<file path="config.mk">
export PLATFORM = sky130hd
export DESIGN_NAME = rotary_dial_pulse_decoder
export DESIGN_NICKNAME = d
export VERILOG_FILES = /design/src/rtl/rdpd_pkg.sv /design/src/rtl/rdpd_step.sv /design/src/rtl/rotary_dial_pulse_decoder.sv
export SDC_FILE = /design/constraint.sdc
export NUM_CORES = 1
export LEC_CHECK = 0
export ABC_AREA = 1
export BUFFER_PORTS_ARGS = -buffer_cell sky130_fd_sc_hd__buf_2
export CORE_MARGIN = 2
export CORE_UTILIZATION = 30
export DETAILED_ROUTE_END_ITERATION = 7
export GPL_ROUTABILITY_DRIVEN = 0
export GPL_TIMING_DRIVEN = 0
export PLACE_DENSITY = 0.49
export REMOVE_ABC_BUFFERS = 1
export SLEW_MARGIN = 20
export SYNTH_ARGS = -nofsm -noshare
export SYNTH_HDL_FRONTEND = slang
export SYNTH_HIERARCHICAL = 1
export SYNTH_SLANG_ARGS = --single-unit
</file>
<file path="constraint.sdc">
create_clock -name clock -period 2 [get_ports clock]
set_input_delay 0.6 -clock clock [delete_from_list [all_inputs] [get_ports clock]]
set_output_delay 0.6 -clock clock [all_outputs]
set_load 0.005 [all_outputs]
</file>
<file path="src/rtl/rdpd_pkg.sv">
`timescale 1ns / 1ps
// rdpd_pkg: types and constants shared by the rotary dial pulse decoder
// no dependencies; used by rdpd_step and rotary_dial_pulse_decoder
package rdpd_pkg;

   localparam int unsigned TIMER_W   = 16;
   localparam int unsigned COUNT_W   = 4;
   localparam int unsigned CHAR_W    = 6;
   localparam int unsigned CSR_IDX_W = 4;

   // register indexes on the csr port
   localparam logic [CSR_IDX_W-1:0] CSR_SETTLE   = 4'd0;
   localparam logic [CSR_IDX_W-1:0] CSR_DEBOUNCE = 4'd1;

   // register reset values
   localparam logic [TIMER_W-1:0] SETTLE_RESET   = 16'd50;
   localparam logic [TIMER_W-1:0] DEBOUNCE_RESET = 16'd40;

   // pulse count decoding
   localparam logic [COUNT_W-1:0] COUNT_ONE    = 4'd1;
   localparam logic [COUNT_W-1:0] COUNT_NINE   = 4'd9;
   localparam logic [COUNT_W-1:0] COUNT_TEN    = 4'd10;
   localparam logic [COUNT_W-1:0] COUNT_ELEVEN = 4'd11;
   localparam logic [COUNT_W-1:0] COUNT_TWELVE = 4'd12;
   localparam logic [COUNT_W-1:0] COUNT_SAT    = 4'd15;

   // ascii codes
   localparam logic [CHAR_W-1:0] CHAR_ZERO = 6'd48;
   localparam logic [CHAR_W-1:0] CHAR_HASH = 6'd35;
   localparam logic [CHAR_W-1:0] CHAR_STAR = 6'd42;
   localparam logic [CHAR_W-1:0] CHAR_NONE = 6'd0;

   typedef enum logic [5:0] {
      PH_IDLE      = 6'b000001,
      PH_SETTLE    = 6'b000010,
      PH_WAIT_HIGH = 6'b000100,
      PH_DEB_HIGH  = 6'b001000,
      PH_WAIT_LOW  = 6'b010000,
      PH_DEB_LOW   = 6'b100000
   } phase_type;

   typedef struct packed {
      phase_type          phase;
      logic [TIMER_W-1:0] timer;
      logic [COUNT_W-1:0] count;
   } dial_state_type;

   typedef struct packed {
      logic              digit_valid;
      logic [CHAR_W-1:0] digit_char;
      logic              digit_rejected;
      logic              dial_aborted;
      logic              dialing_busy;
   } dial_result_type;

endpackage

</file>
<file path="src/rtl/rdpd_step.sv">
`timescale 1ns / 1ps
// rdpd_step: one tick of the dial sequencer, next state and result beat
// depends on rdpd_pkg
module rdpd_step (
   input  rdpd_pkg::dial_state_type        cur,
   input  logic                            hook_lifted,
   input  logic                            dial_engaged,
   input  logic                            pulse_contact,
   input  logic [rdpd_pkg::TIMER_W-1:0]    settle_ticks,
   input  logic [rdpd_pkg::TIMER_W-1:0]    debounce_ticks,
   output rdpd_pkg::dial_state_type        nxt,
   output rdpd_pkg::dial_result_type       res
);

   logic                           timer_last;
   logic [rdpd_pkg::TIMER_W-1:0]   timer_dec;
   logic [rdpd_pkg::COUNT_W-1:0]   count_inc;
   logic                           loop_test;
   logic [rdpd_pkg::COUNT_W-1:0]   test_count;

   assign timer_last = (cur.timer <= 16'd1);
   assign timer_dec  = cur.timer - 16'd1;
   assign count_inc  = (cur.count == rdpd_pkg::COUNT_SAT) ? cur.count
                                                          : cur.count + 4'd1;

   always_comb begin
      nxt        = cur;
      loop_test  = 1'b0;
      test_count = cur.count;
      unique case (cur.phase)
         rdpd_pkg::PH_SETTLE: begin
            if (timer_last) begin
               nxt.timer = '0;
               loop_test = 1'b1;
            end else begin
               nxt.timer = timer_dec;
            end
         end
         rdpd_pkg::PH_WAIT_HIGH: begin
            if (pulse_contact || !hook_lifted) begin
               nxt.timer = debounce_ticks;
               nxt.phase = rdpd_pkg::PH_DEB_HIGH;
            end
         end
         rdpd_pkg::PH_DEB_HIGH: begin
            if (timer_last) begin
               nxt.timer = '0;
               nxt.phase = rdpd_pkg::PH_WAIT_LOW;
            end else begin
               nxt.timer = timer_dec;
            end
         end
         rdpd_pkg::PH_WAIT_LOW: begin
            if (!pulse_contact || !hook_lifted) begin
               nxt.timer = debounce_ticks;
               nxt.phase = rdpd_pkg::PH_DEB_LOW;
            end
         end
         rdpd_pkg::PH_DEB_LOW: begin
            if (timer_last) begin
               nxt.timer  = '0;
               nxt.count  = count_inc;
               test_count = count_inc;
               loop_test  = 1'b1;
            end else begin
               nxt.timer = timer_dec;
            end
         end
         default: begin
            // idle, and any stray code
            nxt.phase = rdpd_pkg::PH_IDLE;
            if (hook_lifted && dial_engaged) begin
               nxt.count = '0;
               nxt.timer = settle_ticks;
               nxt.phase = rdpd_pkg::PH_SETTLE;
            end
         end
      endcase

      res            = '0;
      res.digit_char = rdpd_pkg::CHAR_NONE;
      if (loop_test) begin
         if (hook_lifted && dial_engaged) begin
            nxt.phase = rdpd_pkg::PH_WAIT_HIGH;
         end else begin
            nxt.phase = rdpd_pkg::PH_IDLE;
            if (!hook_lifted) begin
               res.dial_aborted = 1'b1;
            end else if (test_count >= rdpd_pkg::COUNT_ONE &&
                         test_count <= rdpd_pkg::COUNT_NINE) begin
               res.digit_valid = 1'b1;
               res.digit_char  = rdpd_pkg::CHAR_ZERO + {2'b00, test_count};
            end else if (test_count == rdpd_pkg::COUNT_TEN) begin
               res.digit_valid = 1'b1;
               res.digit_char  = rdpd_pkg::CHAR_ZERO;
            end else if (test_count == rdpd_pkg::COUNT_ELEVEN) begin
               res.digit_valid = 1'b1;
               res.digit_char  = rdpd_pkg::CHAR_HASH;
            end else if (test_count == rdpd_pkg::COUNT_TWELVE) begin
               res.digit_valid = 1'b1;
               res.digit_char  = rdpd_pkg::CHAR_STAR;
            end else begin
               // no pulses, or too many
               res.digit_rejected = 1'b1;
            end
         end
      end
      res.dialing_busy = (nxt.phase != rdpd_pkg::PH_IDLE);
   end

endmodule

</file>
<file path="src/rtl/rotary_dial_pulse_decoder.sv">
`timescale 1ns / 1ps
// rotary_dial_pulse_decoder: top level, input register, dial sequencer and result register
// depends on rdpd_pkg and rdpd_step
// path: input register, then combinational state update, then result register
// throughput: one tick beat per cycle unless rsp_ready stalls the result register
// reset: synchronous, active high; sequencer idle, settle 50 / debounce 40, both registers empty
module rotary_dial_pulse_decoder (
   input  logic                              clock,
   input  logic                              reset,

   // tick beats
   input  logic                              req_valid,
   output logic                              req_ready,
   input  logic                              req_hook_lifted,
   input  logic                              req_dial_engaged,
   input  logic                              req_pulse_contact,

   // result beats
   output logic                              rsp_valid,
   input  logic                              rsp_ready,
   output logic                              rsp_digit_valid,
   output logic [rdpd_pkg::CHAR_W-1:0]       rsp_digit_char,
   output logic                              rsp_digit_rejected,
   output logic                              rsp_dial_aborted,
   output logic                              rsp_dialing_busy,

   // register writes
   input  logic                              csr_valid,
   output logic                              csr_ready,
   input  logic [rdpd_pkg::CSR_IDX_W-1:0]    csr_index,
   input  logic [rdpd_pkg::TIMER_W-1:0]      csr_wdata
);

   // configuration registers
   logic [rdpd_pkg::TIMER_W-1:0] settle_ff;
   logic [rdpd_pkg::TIMER_W-1:0] debounce_ff;

   // input register
   logic in_valid_ff;
   logic in_hook_ff;
   logic in_eng_ff;
   logic in_pulse_ff;

   // sequencer state
   rdpd_pkg::dial_state_type  state_ff;
   rdpd_pkg::dial_state_type  state_in;

   // result register
   logic                      out_valid_ff;
   rdpd_pkg::dial_result_type out_ff;
   rdpd_pkg::dial_result_type out_in;

   logic out_free;
   logic advance;

   // csr writes are always taken; unknown indexes fall away
   assign csr_ready = 1'b1;

   always_ff @(posedge clock) begin
      if (reset) begin
         settle_ff   <= rdpd_pkg::SETTLE_RESET;
         debounce_ff <= rdpd_pkg::DEBOUNCE_RESET;
      end else if (csr_valid) begin
         unique case (csr_index)
            rdpd_pkg::CSR_SETTLE:   settle_ff   <= csr_wdata;
            rdpd_pkg::CSR_DEBOUNCE: debounce_ff <= csr_wdata;
            default: ;
         endcase
      end
   end

   // the result register frees up when empty or being drained this cycle
   assign out_free  = !out_valid_ff || rsp_ready;
   assign advance   = in_valid_ff && out_free;
   // input register takes a new beat whenever it empties this cycle
   assign req_ready = !in_valid_ff || advance;

   always_ff @(posedge clock) begin
      if (reset) begin
         in_valid_ff <= 1'b0;
      end else if (req_ready) begin
         in_valid_ff <= req_valid;
      end
   end

   always_ff @(posedge clock) begin
      if (req_valid && req_ready) begin
         in_hook_ff  <= req_hook_lifted;
         in_eng_ff   <= req_dial_engaged;
         in_pulse_ff <= req_pulse_contact;
      end
   end

   // one tick of the sequencer, applied as the beat moves to the result register
   rdpd_step u_step (
      .cur            (state_ff),
      .hook_lifted    (in_hook_ff),
      .dial_engaged   (in_eng_ff),
      .pulse_contact  (in_pulse_ff),
      .settle_ticks   (settle_ff),
      .debounce_ticks (debounce_ff),
      .nxt            (state_in),
      .res            (out_in)
   );

   always_ff @(posedge clock) begin
      if (reset) begin
         state_ff.phase <= rdpd_pkg::PH_IDLE;
         state_ff.timer <= '0;
         state_ff.count <= '0;
      end else if (advance) begin
         state_ff <= state_in;
      end
   end

   always_ff @(posedge clock) begin
      if (reset) begin
         out_valid_ff <= 1'b0;
      end else if (out_free) begin
         out_valid_ff <= in_valid_ff;
      end
   end

   // result payload, no reset needed
   always_ff @(posedge clock) begin
      if (advance) begin
         out_ff <= out_in;
      end
   end

   assign rsp_valid          = out_valid_ff;
   assign rsp_digit_valid    = out_ff.digit_valid;
   assign rsp_digit_char     = out_ff.digit_char;
   assign rsp_digit_rejected = out_ff.digit_rejected;
   assign rsp_dial_aborted   = out_ff.dial_aborted;
   assign rsp_dialing_busy   = out_ff.dialing_busy;

   // at most one way for dialing to end, and each one leaves the sequencer idle
   a_one_outcome: assert property (@(posedge clock) disable iff (reset)
      out_valid_ff |-> ($countones({out_ff.digit_valid, out_ff.digit_rejected,
                                    out_ff.dial_aborted}) <= 1))
      else $error("more than one dial outcome in a result beat");

   a_end_is_idle: assert property (@(posedge clock) disable iff (reset)
      out_valid_ff && (out_ff.digit_valid || out_ff.digit_rejected ||
                       out_ff.dial_aborted) |-> !out_ff.dialing_busy)
      else $error("dial outcome reported while still busy");

   // no character without a digit
   a_char_zero: assert property (@(posedge clock) disable iff (reset)
      out_valid_ff && !out_ff.digit_valid |-> out_ff.digit_char == rdpd_pkg::CHAR_NONE)
      else $error("character set without a digit");

   // an idle sequencer never leaves a delay running
   a_idle_timer: assert property (@(posedge clock) disable iff (reset)
      state_ff.phase == rdpd_pkg::PH_IDLE |-> state_ff.timer == '0)
      else $error("delay timer running while idle");

   // a buffered beat moves on whenever the result side has room
   a_advance: assert property (@(posedge clock) disable iff (reset)
      in_valid_ff && out_free |=> out_valid_ff)
      else $error("tick beat lost between input and result register");

endmodule
</file>
==> results of run 1 <==
==> layout make-up <==
cell class,instances,area share [%]
Multi-Input combinational cell,500,47.9
Sequential cell,73,29.0
Timing Repair Buffer,63,7.34
Inverter,86,6.26
Clock buffer,13,4.50
Tap cell,188,4.23
Clock inverter,3,0.720
==> sequential cells by signal, summed over array words and instances, names as in the netlist <==
signal              flops
rsp_valid               1
in_hook_ff              1
in_eng_ff               1
state_ff               26
rsp_digit_valid         1
debounce_ff            16
in_pulse_ff             1
rsp_digit_rejected      1
rsp_digit_char          6
settle_ff              16
in_valid_ff             1
rsp_dialing_busy        1
rsp_dial_aborted        1
==> cells by family (layout without fill, tap and decap cells) <==
group / Yosys count / count (layout) / synth area share (%)
buffers and inverters: 118 / 165 / 11.3
AOI/OAI and AO/OA: 81 / 81 / 9.99
DFF: 73 / 73 / 34.6
and+or+nand+nor: 403 / 403 / 41.0
xor gates and xnor gates: 12 / 12 / 2.29
adders and majority gates: 3 / 3 / 0.816
other: 1 / 1 / 0.0816
==> cells in the final DEF (no fill, tap or decap), types with 3 or more instances in the layout <==
cell       instances
a211oi_1           5
a21oi_1           16
a21oi_2            5
a31oi_1            8
buf_2             39
buf_4             20
clkbuf_1           3
clkbuf_16          9
dfxtp_1           46
dfxtp_2           12
edfxtp_1          13
inv_1             70
inv_2              8
inv_4              5
nand2_1          144
nand2_2           18
nand2_4            9
nand3_1           21
nand3_2            6
nand4_1           40
nor2_1           125
nor2_2            11
nor2_4            15
nor3_1             7
o2111ai_1          3
o21ai_0           15
o21ai_1           22
xnor2_1            4
xor2_1             8
==> path summary, 6_finish.rpt <==
check | end | start | cells past startpoint | slack (ns)
min reg2reg | settle_ff[5] | settle_ff[5] | 2 | 0.46
max | state_ff[5] | in_hook_ff | 7 | 0.01
min | in_pulse_ff | req_pulse_contact | 1 | 0.43
max reg2reg | state_ff[5] | in_hook_ff | 7 | 0.01
==> power groups by stage <==
stage	Clock, mW	Combinational [mW]	Sequential (mW)
floorplan	0	0.520	1.65
global placement	0	0.689	1.66
detailed placement	0	0.700	1.67
CTS	1.67	0.765	1.64
global route	1.73	0.917	1.66
finish	1.62	0.820	1.65
==> what timing repair did <==
| item | in CTS | in global routing |
|---|---|---|
| buffers inserted | 15 | 8 |
| setup endpoints to repair | 32 | 40 |
| gates cloned | 0 | 0 |
| pin swaps | 19 | 19 |
| resized for setup | 31 | 46 |
==> stage by stage <==
step | power, mW | cells
floorplan | 2.17 | 659
global placement | 2.35 | 886
detailed placement | 2.37 | 887
CTS | 4.08 | 918
global route | 4.31 | 926
finish | 4.09 | 926
==> per-layer routing <==
layer	vias to the layer above	track usage, %
li1	2304	-
met1	2039	19.7
met2	95	25.6
met3	18	3.96
met4	0	6.79
met5	-	0
==> impl_metrics.env, run 1 <==
export IMPL_relSlewSlack_pct=53.2
export IMPL_grt_start_max_net_pins=37
export IMPL_wl_met2_mm=5.72
export IMPL_arrival_ns=2.22
export IMPL_highest_layer="met4"
export IMPL_drtPass1Iterations=5
export IMPL_ys_warn_count=6
export IMPL_crit_type="reg -> reg"
export IMPL_syn_inst=691
export IMPL_final_nets=764
export IMPL_grt_antenna_before_repair=0
export IMPL_synth_commonest_cells="nand2_1 (157), nor2_1 (131), inv_1 (77), dfxtp_1 (60), nand4_1 (40)"
export IMPL_synth_edf_count=13
export IMPL_fin_area_mm2=0.00556
export IMPL_combPwrFrac_pct=20.1
export IMPL_whs_ns=0.428
export IMPL_grt_pass1_vias=4201
export IMPL_multi_input_area_mm2=0.00267
export IMPL_die_h_um=128
export IMPL_io_pins=41
export IMPL_dieArea_mm2=0.0163
export IMPL_post_route_period_util_pct=99.4
export IMPL_cts_hold_buf=0
export IMPL_status="finished, final reports clean"
export IMPL_pwr_density_cell_mw_per_mm2=735
export IMPL_crit_path_start_kind="flip-flop"
export IMPL_fill_cells=1621
export IMPL_syn_cell_area_mm2=0.00460
export IMPL_fin_skew_ns=0.00737
export IMPL_wl_mm=12.4
export IMPL_dpl_cell_area_mm2=0.00486
export IMPL_drive_gt1_share_pct=24.5
export IMPL_cp_required_ns=2.24
export IMPL_synth_seq_area_share_pct=34.6
export IMPL_pre_cts_slack_ns=-0.674
export IMPL_clockPowerShare_pct=39.7
export IMPL_crit_path_cell_trace="nand2_2, clkinvlp_4, buf_4, a211oi_1, a31oi_1, o21ai_1, nor2_1"
export IMPL_ir_worst_vdd_mv=0.554
export IMPL_end_kind="flip-flop"
export IMPL_die_x_um=128
export IMPL_dp_hpwl_mm=7.94
export IMPL_clk_latency_ns=0.35
export IMPL_cts_tree="done"
export IMPL_routed_via_count=4456
export IMPL_setup_tns_ns=0
export IMPL_ys_flop_type="dfxtp_1"
export IMPL_grt_first_pass_wirelength_mm=20.3
export IMPL_coreArea_mm2=0.0151
export IMPL_synth_seq_cells=73
export IMPL_final_seq_area_mm2=0.00161
export IMPL_p_sw_mw=1.21
export IMPL_cts_sinks=73
export IMPL_grt_total_usage_pct=15.7
export IMPL_core_rowCount=45
export IMPL_cts_buffer_depth=2
export IMPL_drt_vias_per_instance=4.81
export IMPL_fin_ws_ns=0.0117
export IMPL_min_period_ns=1.99
export IMPL_final_antenna_net_count=0
export IMPL_yosysTopAreaCell="dfxtp_1"
export IMPL_leakage_nw=2.51
export IMPL_avgSynthCellArea_um2=6.65
export IMPL_internal_power_mw=2.87
export IMPL_route_met3_wl_um=482
export IMPL_drtIter0Drc=211
export IMPL_met1Wirelength_mm=5.88
export IMPL_post_route_drc_count=0
export IMPL_final_util_pct=36.8
export IMPL_yosysUniqueCellTypes=42
export IMPL_critPathTopFamily="buffers and inverters"
export IMPL_numPortBuffers=39
export IMPL_root_buffer="clkbuf_16"
export IMPL_cts_made_buffers=9
export IMPL_crit_buf_inv=2
export IMPL_syn2layout_area_growth_pct=20.9
export IMPL_seqPwrFrac_pct=40.3
export IMPL_path_max_fanout=14
export IMPL_grt_ovfl_total=0
export IMPL_worstHoldPathType="in -> reg"
export IMPL_switching_share_pct=29.7
export IMPL_htreeDepth=3
export IMPL_finalHoldViolations=0
export IMPL_synthTopCellsByArea="dfxtp_1 (26%), nand2_1 (13%), nor2_1 (11%), edfxtp_1 (8.5%), inv_1 (6.3%)"
export IMPL_async_reset_ff_share_pct=0
export IMPL_cpPeakStageDelay_ns=0.45
export IMPL_max_clock_freq_mhz=503
export IMPL_start_util_pct=30.5
export IMPL_synth_top_cell_area_share_pct=26.1
export IMPL_cp_slowest_cell="edfxtp_1"
export IMPL_yosysMostFrequentCell="nand2_1"
export IMPL_wl_per_cell_um=13.4
export IMPL_rsz0062_at_grt="yes"
export IMPL_cap_viol_max_count=0
export IMPL_setup_viol=0
export IMPL_tightest_slew_ns=0.700
export IMPL_diodes=0
export IMPL_drv_slew=0
export IMPL_clk_pin_slew_ns=0.06
Power figures use the tool's default switching activity.
==> inputs of run 2 (changes only) <==
--- a/config.mk
+++ b/config.mk
@@ -8,14 +8,13 @@
 export ABC_AREA = 1
 export BUFFER_PORTS_ARGS = -buffer_cell sky130_fd_sc_hd__buf_2
 export CORE_MARGIN = 2
-export CORE_UTILIZATION = 30
+export CORE_UTILIZATION = 45
 export DETAILED_ROUTE_END_ITERATION = 7
 export GPL_ROUTABILITY_DRIVEN = 0
 export GPL_TIMING_DRIVEN = 0
-export PLACE_DENSITY = 0.49
+export PLACE_DENSITY = 0.68
 export REMOVE_ABC_BUFFERS = 1
 export SLEW_MARGIN = 20
 export SYNTH_ARGS = -nofsm -noshare
 export SYNTH_HDL_FRONTEND = slang
-export SYNTH_HIERARCHICAL = 1
 export SYNTH_SLANG_ARGS = --single-unit
==> impl_metrics.env, run 2 <==
export IMPL_synth_adder_area_share_pct=0.994
export IMPL_start_util_pct=46.2
export IMPL_cts_tree="done"
export IMPL_arrival_ns=2.16
export IMPL_die_x_um=95.6
export IMPL_pwr_density_cell_mw_per_mm2=772
export IMPL_drv_slew=0
export IMPL_setup_viol=0
export IMPL_wl_per_cell_um=13.5
export IMPL_synth_seq_cells=72
export IMPL_ir_worst_vdd_mv=0.369
export IMPL_syn_inst=512
export IMPL_r2r_setup_slack_ns=0.07
export IMPL_crit_path_cell_trace="inv_4, ha_4, o21ai_4, nor2_4, nand2_4, inv_4, buf_12, nand2_4, nor3_4, nand4_1, nand3_2"
export IMPL_layout_cells_most_common_list="inv_1 (68), nand2_1 (68), o21ai_0 (59)"
export IMPL_cp_slowest_cell="dfxtp_2"
export IMPL_post_route_period_util_pct=96.3
export IMPL_highest_layer="met4"
export IMPL_tightest_slew_ns=0.822
export IMPL_coreArea_mm2=0.00818
export IMPL_syn2layout_area_growth_pct=19.3
export IMPL_pre_cts_slack_ns=-0.810
export IMPL_max_clock_freq_mhz=519
export IMPL_yosysTopAreaCell="dfxtp_1"
export IMPL_min_period_ns=1.93
export IMPL_clk_latency_ns=0.36
export IMPL_synthSimpleGateAreaFrac_pct=25.9
export IMPL_final_util_pct=55.1
export IMPL_drt_vias_per_instance=5.20
export IMPL_grt_antenna_before_repair=0
export IMPL_synth_edf_count=12
export IMPL_clk_pin_slew_ns=0.08
export IMPL_syn_cell_area_mm2=0.00377
export IMPL_fin_skew_ns=0.00710
export IMPL_wl_met2_mm=4.29
export IMPL_end_kind="flip-flop"
export IMPL_final_seq_area_mm2=0.00157
export IMPL_yosysUniqueCellTypes=38
export IMPL_cap_viol_max_count=0
export IMPL_grt_pass1_vias=3076
export IMPL_power_mw=3.48
export IMPL_final_nets=585
export IMPL_rsz0062_at_grt="yes"
export IMPL_finalHoldViolations=0
export IMPL_cts_sinks=72
export IMPL_synth_top_cell_area_share_pct=31.8
export IMPL_met1Wirelength_mm=4.04
export IMPL_relSlewSlack_pct=45.1
export IMPL_grt_first_pass_wirelength_mm=14.5
export IMPL_status="finished, final reports clean"
export IMPL_largestRegisters="state_ff: 26 flops, debounce_ff: 16 flops, settle_ff: 16 flops"
export IMPL_cp_required_ns=2.23
export IMPL_post_route_drc_count=0
export IMPL_htreeDepth=3
export IMPL_multi_input_area_mm2=0.00196
export IMPL_grt_total_usage_pct=20.7
export IMPL_cts_hold_buf=0
export IMPL_async_reset_ff_share_pct=0
export IMPL_core_rowCount=33
export IMPL_die_h_um=95.6
export IMPL_diodes=0
export IMPL_fin_area_mm2=0.00450
export IMPL_largest_reg_flops=26
export IMPL_synthMuxAreaShare_pct=0
export IMPL_synth_seq_area_share_pct=41.4
export IMPL_synthTopCellsByArea="dfxtp_1 (32%), edfxtp_1 (9.5%), o21ai_0 (8.0%), inv_1 (7.3%), nand2_1 (7.3%)"
export IMPL_io_pins=41
export IMPL_final_antenna_net_count=0
export IMPL_synth_commonest_cells="inv_1 (73), nand2_1 (73), dfxtp_1 (60), o21ai_0 (60), nor2_1 (51)"
export IMPL_ys_flop_type="dfxtp_1"
export IMPL_critPathTopFamily="simple AND/OR/NAND/NOR gates"
export IMPL_grt_ovfl_total=0
export IMPL_dieArea_mm2=0.00914
export IMPL_cts_buffer_depth=2
export IMPL_top_register="state_ff"
export IMPL_avgSynthCellArea_um2=7.37
export IMPL_wl_mm=8.94
export IMPL_dp_hpwl_mm=5.43
export IMPL_crit_type="reg -> reg"
export IMPL_root_buffer="clkbuf_8"
export IMPL_synth_compound_area_share_pct=19.0
export IMPL_drtIter0Drc=194
export IMPL_ys_warn_count=0
export IMPL_grt_start_max_net_pins=51
export IMPL_dpl_cell_area_mm2=0.00401
export IMPL_synth_xor_area_share_pct=2.32
export IMPL_crit_buf_inv=3
export IMPL_drive_gt1_share_pct=23.8
export IMPL_numPortBuffers=39
export IMPL_fill_cells=775
export IMPL_cts_made_buffers=9
export IMPL_drtPass1Iterations=5
export IMPL_path_max_fanout=7
export IMPL_fin_ws_ns=0.0746
export IMPL_crit_path_start_kind="flip-flop"
export IMPL_worstHoldPathType="in -> reg"
export IMPL_synth_top_family_by_area="simple AND/OR/NAND/NOR gates"
export IMPL_leakage_nw=2.00
export IMPL_cpPeakStageDelay_ns=0.35
export IMPL_routed_via_count=3451
export IMPL_route_met3_wl_um=465
==> run 2: power by group <==
group          switching, mW  internal [mW]  total, mW
clock network          0.561          0.735       1.30
registers             0.0480           1.52       1.57
logic                  0.373          0.238      0.611
total                  0.982           2.50       3.48
==> run 2: worst register-to-register path, stage by stage (launching register included) <==
cell     delay, ns
dfxtp_2       0.35
inv_4         0.08
ha_4          0.16
o21ai_4       0.07
nor2_4        0.20
nand2_4       0.12
inv_4         0.08
buf_12        0.10
nand2_4       0.06
nor3_4        0.28
nand4_1       0.20
nand3_2       0.11
==> run 2: per-stage QoR <==
stage | setup TNS, ns | hold WS [ns] | instances
3_3_place_gp | -22.97 | 0.440 | 637
3_5_place_dp | -24.20 | 0.443 | 637
6_report | 0 | 0.411 | 664
2_1_floorplan | -1.92 | 0.427 | 493
4_1_cts | 0 | 0.396 | 657
5_1_grt | -0.204 | 0.400 | 664
==> run 2: timing repair <==
action / in CTS / in global routing
buffers inserted: 2 / 7
cloned: 2 / 0
pin swaps: 2 / 17
setup endpoints to repair: 41 / 35
resized for setup: 6 / 38
==> run 2: final cells by class <==
cell class,count,area share [%]
Multi-Input combinational cell,343,43.5
Tap cell,105,2.92
Inverter,80,6.97
Timing Repair Buffer,48,6.75
Clock inverter,5,1.75
Clock buffer,11,3.14
Sequential cell,72,34.9
==> run 2: kinds of logic (layout without fill, tap and decap cells) <==
family                     after synthesis  in the layout
AOI/OAI and AO/OA                      134            135
xor gates and xnor gates                10             10
adders and majority gates                3              3
buffers and inverters                   99            144
DFF                                     72             72
other                                    1              1
and+or+nand+nor                        193            194
==> run 2: per-layer routing <==
layer / vias to the layer above / GRT usage [%]
li1: 1765 / -
met1: 1593 / 26.5
met2: 79 / 34.6
met3: 14 / 4.11
met4: 0 / 7.62
met5: - / 0
==> run 2: worst paths after layout <==
kind | cells past startpoint | from | end
hold reg to reg | 2 | settle_ff[2] | settle_ff[2]
setup reg to reg | 11 | state_ff[5] | rsp_digit_valid
setup / recovery | 11 | state_ff[5] | rsp_digit_valid
hold / removal | 1 | req_hook_lifted | in_hook_ff
